[config.mk]
export PLATFORM = sky130hd
export DESIGN_NAME = dtrfe_div
export DESIGN_NICKNAME = d
export VERILOG_FILES = /design/src/hdl/dtrfe_pkg.sv /design/src/hdl/dtrfe_div.sv
export SDC_FILE = /design/constraint.sdc
export NUM_CORES = 1
export LEC_CHECK = 0
export BUFFER_PORTS_ARGS = -buffer_cell sky130_fd_sc_hd__clkbuf_2
export CAP_MARGIN = 20
export CELL_PAD_IN_SITES_DETAIL_PLACEMENT = 0
export CELL_PAD_IN_SITES_GLOBAL_PLACEMENT = 1
export CORE_ASPECT_RATIO = 1.2
export CORE_MARGIN = 3
export CORE_UTILIZATION = 39
export CTS_CLUSTER_DIAMETER = 30
export CTS_CLUSTER_SIZE = 40
export DETAILED_ROUTE_END_ITERATION = 6
export PLACE_DENSITY_LB_ADDON = 0.25
export SLEW_MARGIN = 20
export SYNTH_ARGS = -nofsm -noshare
export SYNTH_HDL_FRONTEND = slang
export SYNTH_SLANG_ARGS = --single-unit
[constraint.sdc]
create_clock -name i_clk -period 3.05 [get_ports i_clk]
set_clock_uncertainty 0.15 [all_clocks]
set_input_delay 0.7625 -clock i_clk [delete_from_list [all_inputs] [get_ports i_clk]]
set_output_delay 0.7625 -clock i_clk [all_outputs]
set_load 0.03 [all_outputs]
[src/hdl/dtrfe_pkg.sv]
`timescale 1ns / 1ps
package dtrfe_pkg;
    localparam int TreeRowsDef   = 2048;
    localparam int MapEntriesDef = 4096;
    localparam int ImgWDef       = 128;
    localparam int ImgHDef       = 128;
    localparam int MaxStepsDef   = 32;
    localparam int TreeCols      = 12;

    localparam logic [2:0] REQ_TREE  = 3'd0;
    localparam logic [2:0] REQ_MAP   = 3'd1;
    localparam logic [2:0] REQ_DEPTH = 3'd2;
    localparam logic [2:0] REQ_MASK  = 3'd3;
    localparam logic [2:0] REQ_EVAL  = 3'd4;

    localparam logic [1:0] ST_OK    = 2'd0;
    localparam logic [1:0] ST_PIXEL = 2'd1;
    localparam logic [1:0] ST_ROW   = 2'd2;
    localparam logic [1:0] ST_STEPS = 2'd3;

    typedef struct packed {
        logic start;
        logic busy;
        logic done;
    } t_div_ctl;
endpackage

[src/hdl/dtrfe_div.sv]
`timescale 1ns / 1ps
// signed 48-bit by unsigned 17-bit restoring divider, one quotient bit per cycle,
// quotient truncated toward zero
module dtrfe_div (
    input  logic               i_clk,
    input  logic               i_rst_n,
    input  logic               i_start,
    input  logic signed [47:0] i_num,
    input  logic        [16:0] i_den,
    output dtrfe_pkg::t_div_ctl o_ctl,
    output logic signed [47:0] o_quo
);
    logic [47:0] r_q;
    logic [17:0] r_rem;
    logic [16:0] r_den;
    logic        r_neg;
    logic [5:0]  r_cnt;
    logic        r_busy;
    logic        r_done;
    logic [17:0] w_trial;
    logic [18:0] w_sub;

    assign w_trial = {r_rem[16:0], r_q[47]};
    assign w_sub   = {1'b0, w_trial} - {2'b00, r_den};

    always_ff @(posedge i_clk) begin
        if (!i_rst_n) begin
            r_busy <= 1'b0;
            r_done <= 1'b0;
            r_cnt  <= '0;
        end else begin
            r_done <= 1'b0;
            if (i_start) begin
                r_busy <= 1'b1;
                r_cnt  <= 6'd47;
            end else if (r_busy) begin
                if (r_cnt == 6'd0) begin
                    r_busy <= 1'b0;
                    r_done <= 1'b1;
                end
                r_cnt <= r_cnt - 6'd1;
            end
        end
    end

    always_ff @(posedge i_clk) begin
        if (i_start) begin
            r_neg <= i_num[47];
            r_q   <= i_num[47] ? -i_num : i_num;
            r_rem <= '0;
            r_den <= i_den;
        end else if (r_busy) begin
            if (!w_sub[18]) begin
                r_rem <= w_sub[17:0];
                r_q   <= {r_q[46:0], 1'b1};
            end else begin
                r_rem <= w_trial;
                r_q   <= {r_q[46:0], 1'b0};
            end
        end
    end

    assign o_quo       = r_neg ? -$signed(r_q) : $signed(r_q);
    assign o_ctl.start = i_start;
    assign o_ctl.busy  = r_busy;
    assign o_ctl.done  = r_done;
endmodule

# After elaboration in Yosys (flattened, before gate mapping)
# Index checks and enable logic that the tools add are counted.
[classes]
addsub = 4
multipliers = 0
div_mod_pow = 0
n_lt_le_gt_ge = 0
eq_ne = 0
shifts = 0
mux = 12
n_bitwise = 2
n_reduce_logical = 4
[op_table]
columns = ["operator", "n"]
rows = [
  ["48-bit 2-to-1 mux", 4],
  ["48-bit negation", 2],
  ["18-bit by 17-bit subtractor with 19-bit output", 1],
  ["17-bit 2-to-1 mux", 1],
  ["6-bit 2-to-1 mux", 2],
  ["6-bit zero test", 1],
  ["6-bit by 1-bit subtractor with 6-bit output (second input constant)", 1],
  ["1-bit 2-to-1 mux", 5],
  ["3-bit OR reduction", 1],
  ["1-bit inverter", 2],
  ["2-bit nonzero test", 1],
  ["2-bit OR reduction", 1],
]
[word_totals]
ff_bits = 91
latchBits = 0
ramBits = 0
rom_bits = 0
input_bits = 68
out_inout_bits = 51
elab_cells = 30
mem_count = 0

# Logic depth before layout (Yosys ltp)
[depth]
word_depth = 4
mapped_depth = 11
mapped_depth_nobuf = 10

# Worst setup path before layout
# OpenSTA, ideal clock, no wires.
[synth_timing]
path_type = "register to output"
from = "register r_q[35]"
to = "output port o_quo[47]"
arrival_time_ns = 2.654
required_ns = 2.138
slack_ns = -0.517
stages_incl_launch_ff = 7
n_path_buf = 0
path_cell_list = "edfxtp_1 -> or4_4 -> or4_4 -> or3_4 -> or3_4 -> o31ai_4 -> xnor2_1"
[synth_via]
elab_chain_len = 2
[synth_lines]
columns = ["element", "line", "source"]
rows = [
  ["start, declared", "dtrfe_div.sv:13", "logic [47:0] r_q;"],
  ["start signal, assigned", "dtrfe_div.sv:49", "r_q <= i_num[47] ? -i_num : i_num;"],
  ["start signal, assigned", "dtrfe_div.sv:55", "r_q <= {r_q[46:0], 1'b1};"],
  ["start signal, assigned", "dtrfe_div.sv:58", "r_q <= {r_q[46:0], 1'b0};"],
  ["48-bit negation", "dtrfe_div.sv:63", "assign o_quo = r_neg ? -$signed(r_q) : $signed(r_q);"],
  ["48-bit 2-to-1 mux", "dtrfe_div.sv:63", ""],
  ["end, declared", "dtrfe_div.sv:11", "output logic signed [47:0] o_quo"],
]
# Every way passes these cells.

# Worst setup path in the final report
[layout_timing]
from = "register r_q[35]"
to = "output port o_quo[46]"
# The elaborated chain is that of the path after synthesis.

==> summary.txt <==
Clocking
  • Total CTS buffers: 9
  • Clock Tree Buf Depth: 2
  • H-tree depth: 3
  • Hold-fix buffers, CTS: 0
  • CTS sink cnt: 91
  • CTS tree: yes
  • Latest clock arrival within the worst-skew pair: 350 ps
  • CTS clk-pin slew, worst paths: 60 ps
  • Root Buffer: clkbuf_16

STA
  • Relative slew slack: 52.9%
  • Final min period: 3980 ps
  • Final count of pins violating max slew: 0
  • Final Hold Slack: 346 ps
  • Final Hold Fails: 0
  • Fmax: 251 MHz
  • Unrepaired setup endpoints after global routing: yes
  • Setup ws final: -930 ps
  • Period utilization: 130%
  • Actual slew at the worst max-slew pin: 704 ps
  • # setup viols final: 35

Placement
  • GP Congestion: 0.902
  • DPL Wire Length: 14,100 um
  • IO buf count: 118
  • Placed Instances: 1,113

Floorplan
  • Initial Util: 40.3%
  • Die Height: 146 um
  • Total Die Area: 17,900 sq um
  • Die Wd: 123 um
  • Num rows: 50
  • Io pins: 119
  • Core Footprint: 15,800 sq um

Critical path
  • CP endpoint kind: output port
  • CP arrival: 3070 ps
  • Worst Setup SP: r_q[35]
  • CP Data Required Time: 2140 ps
  • WS Path Type: reg -> out
  • R2R Path Start: r_q[47]
  • Worst setup endpoint: o_quo[46]
  • FF-to-FF setup slack: 290 ps
  • R2R depth: 10
  • CP Max Fanout: 2
  • Startpoint class of the critical path: flop
  • Crit Reg-Reg Endpoint: r_rem[7]

Global route
  • GRT overflow: 0
  • Largest net degree at the start of global routing: 78
  • First-pass GRT wire length: 29,400 um
  • Number of global-route vias before repair: 6,036
  • Gr usage total: 20.5%
  • Initial antenna violation count: 0

Yosys
  • Mean Syn Cell Area: 8.99 sq um
  • Most used flip-flop cell after synthesis: edfxtp_1
  • Register area share after synthesis: 39.1%
  • Synth async-reset ratio: 0%
  • Synthesized instance count: 707
  • Mapped Area: 6350 sq um
  • EDFF count, synth: 66
  • Synth Warn #: 0
  • Yosys reg bits: 91
  • Cell variety after synth: 53
  • Mapped Nets: 797

Layout
  • Fraction of layout instances using a drive strength above 1: 37.8%
  • Net count, final: 1,023
  • ANT cells: 0
  • Syn-to-layout area delta: 46.5%
  • Post-route insts no fill: 1,146
  • Fillers: 1,351
  • Final Util: 59.0%

Drt
  • Total routed wirelength: 18,700 um
  • Drt initial violations: 337
  • TritonRoute pass-1 iters: 5
  • Via count: 6,169
  • WL/cell: 16.4 um
  • DRC viols: 0
  • Antenna-violating nets left: 0
  • Via density: 5.38

Flow run
  • Max cap viols: 0

Pwr
  • Power per Cell Area: 440 nW/um^2
  • Max VDD drop: 0.000228 V
  • Total leakage power: 3.82 nW

Run status
  • Outcome: finished with violations
  • Failing checks: negative setup slack

Worst hold path
  • Min-delay worst type: reg -> reg
-- power breakdown --
group	total, mW	internal [mW]	switching [mW]
registers	1.54	1.46	0.0803
clock network	1.11	0.632	0.475
logic	1.45	0.621	0.828
-- Yosys cell counts (3+ instances only) --
cell type / number / share of area (%)
or3_1: 16 / 1.6
a21oi_1: 63 / 5.0
dfxtp_1: 25 / 7.9
a31oi_1: 3 / 0.30
o21ai_0: 47 / 3.7
nor4_1: 10 / 0.98
nand2_1: 53 / 3.1
a211oi_1: 5 / 0.59
o21a_1: 4 / 0.47
o311ai_0: 4 / 0.55
xor2_1: 52 / 7.2
clkbuf_1: 26 / 1.5
nor3_1: 10 / 0.79
xnor2_1: 57 / 7.9
buf_1: 4 / 0.24
nand2b_1: 7 / 0.69
a21o_1: 5 / 0.59
or4_1: 7 / 0.83
o41ai_1: 16 / 2.2
mux2i_1: 8 / 1.3
nand4_1: 6 / 0.59
o31ai_1: 29 / 3.4
a32oi_1: 6 / 0.83
ha_1: 21 / 4.1
buf_4: 4 / 0.47
nand4b_1: 3 / 0.41
inv_1: 29 / 1.7
edfxtp_1: 66 / 31
nor2b_1: 4 / 0.39
nor2_1: 79 / 4.7
nand3_1: 10 / 0.79
-- sequential cells by signal, indices dropped and copies added, names as in the netlist --
signal	flops
r_den	17
r_rem	17
r_neg	1
r_done	1
r_busy	1
r_cnt	6
r_q	48
-- worst min path at each step --
stage                     depth (start not counted)   endpoint       from
after CTS                                         2   r_rem[2]   r_rem[2]
after global placement                            2   r_rem[1]   r_rem[1]
after detailed placement                          2   r_rem[2]   r_rem[2]
after global routing                              2   r_rem[2]   r_rem[2]
final                                             2   r_rem[2]   r_rem[2]
after floorplan                                   2  r_rem[16]  r_rem[16]
-- cell usage in the layout, fill, tap and decap left out, types with 8 or more instances in the layout --
cell,synthesis,layout
o21ai_2,0,10
clkbuf_8,0,11
or3_1,16,14
dfxtp_1,25,25
ha_1,21,21
xnor2_2,0,15
clkbuf_2,0,77
o31ai_4,1,11
o31ai_1,29,15
nand2_1,53,41
inv_1,29,28
mux2i_1,8,8
a21oi_1,63,63
buf_4,4,134
o41ai_1,16,11
nand2_4,0,9
xor2_1,52,52
nand3_1,10,8
buf_6,0,23
edfxtp_1,66,66
nor3_1,10,9
clkbuf_16,0,9
o21ai_0,47,29
nor2_1,79,76
xnor2_1,57,41
-- metal layers --
| metal | track usage, % | wire, um | part of all wire [%] | vias up |
|---|---|---|---|---|
| li1 | - | - | - | 3049 |
| met1 | 24.8 | 7870 | 42 | 2968 |
| met2 | 36.9 | 9920 | 53 | 128 |
| met3 | 2.37 | 612 | 3.3 | 24 |
| met4 | 7.17 | 335 | 1.8 | 0 |
| met5 | 0 | 0 | 0 | - |
-- worst max-delay path: stages, from the launching register on --
cell and delay (ps):
edfxtp_1 380, or4_4 580, or4_4 430, or3_4 340, or3_4 370, buf_4 160, o21ai_4 130, xnor2_2 130
clkbuf_8 180
-- per-stage QoR --
stage	area (sq um)	power [mW]	TNS [ps]	setup WS, ps
6_report	9310	4.10	-15700	-930
5_1_grt	9310	4.29	-20110	-984
3_5_place_dp	8030	2.81	-8350	-589
3_3_place_gp	8030	2.79	-6870	-568
2_1_floorplan	6450	2.35	-3450	-416
4_1_cts	9000	4.07	-15830	-922
-- area by class of cell --
class / count / area (sq um) / share of cell area [%]
clock buffers: 9 / 225 / 2.42
clock inverters: 7 / 68.8 / 0.739
inverters: 29 / 109 / 1.17
multi-input cells: 552 / 4300 / 46.2
flip-flops and latches: 91 / 2480 / 26.7
well taps: 208 / 260 / 2.80
repair buffers: 250 / 1860 / 20.0
-- repair_timing --
| action | 4_1_cts | 5_1_grt |
|---|---|---|
| pin swaps | 29 | 28 |
| gates resized for setup | 153 | 75 |
| endpoints found under the setup margin | 40 | 61 |
| setup buffers | 10 | 11 |
-- kinds of logic after synthesis --
| group | synth area share (%) |
|---|---|
| AND/OR/NAND/NOR | 16.7 |
| AO/OA/AOI/OAI | 19.3 |
| XOR/XNOR | 15.0 |
| flip-flops | 39.1 |
| buffers and inverters | 4.04 |
| adder cells (fa/ha/maj) | 4.45 |
| multiplexers | 1.44 |
No activity file was read; power rests on OpenSTA's default activity.
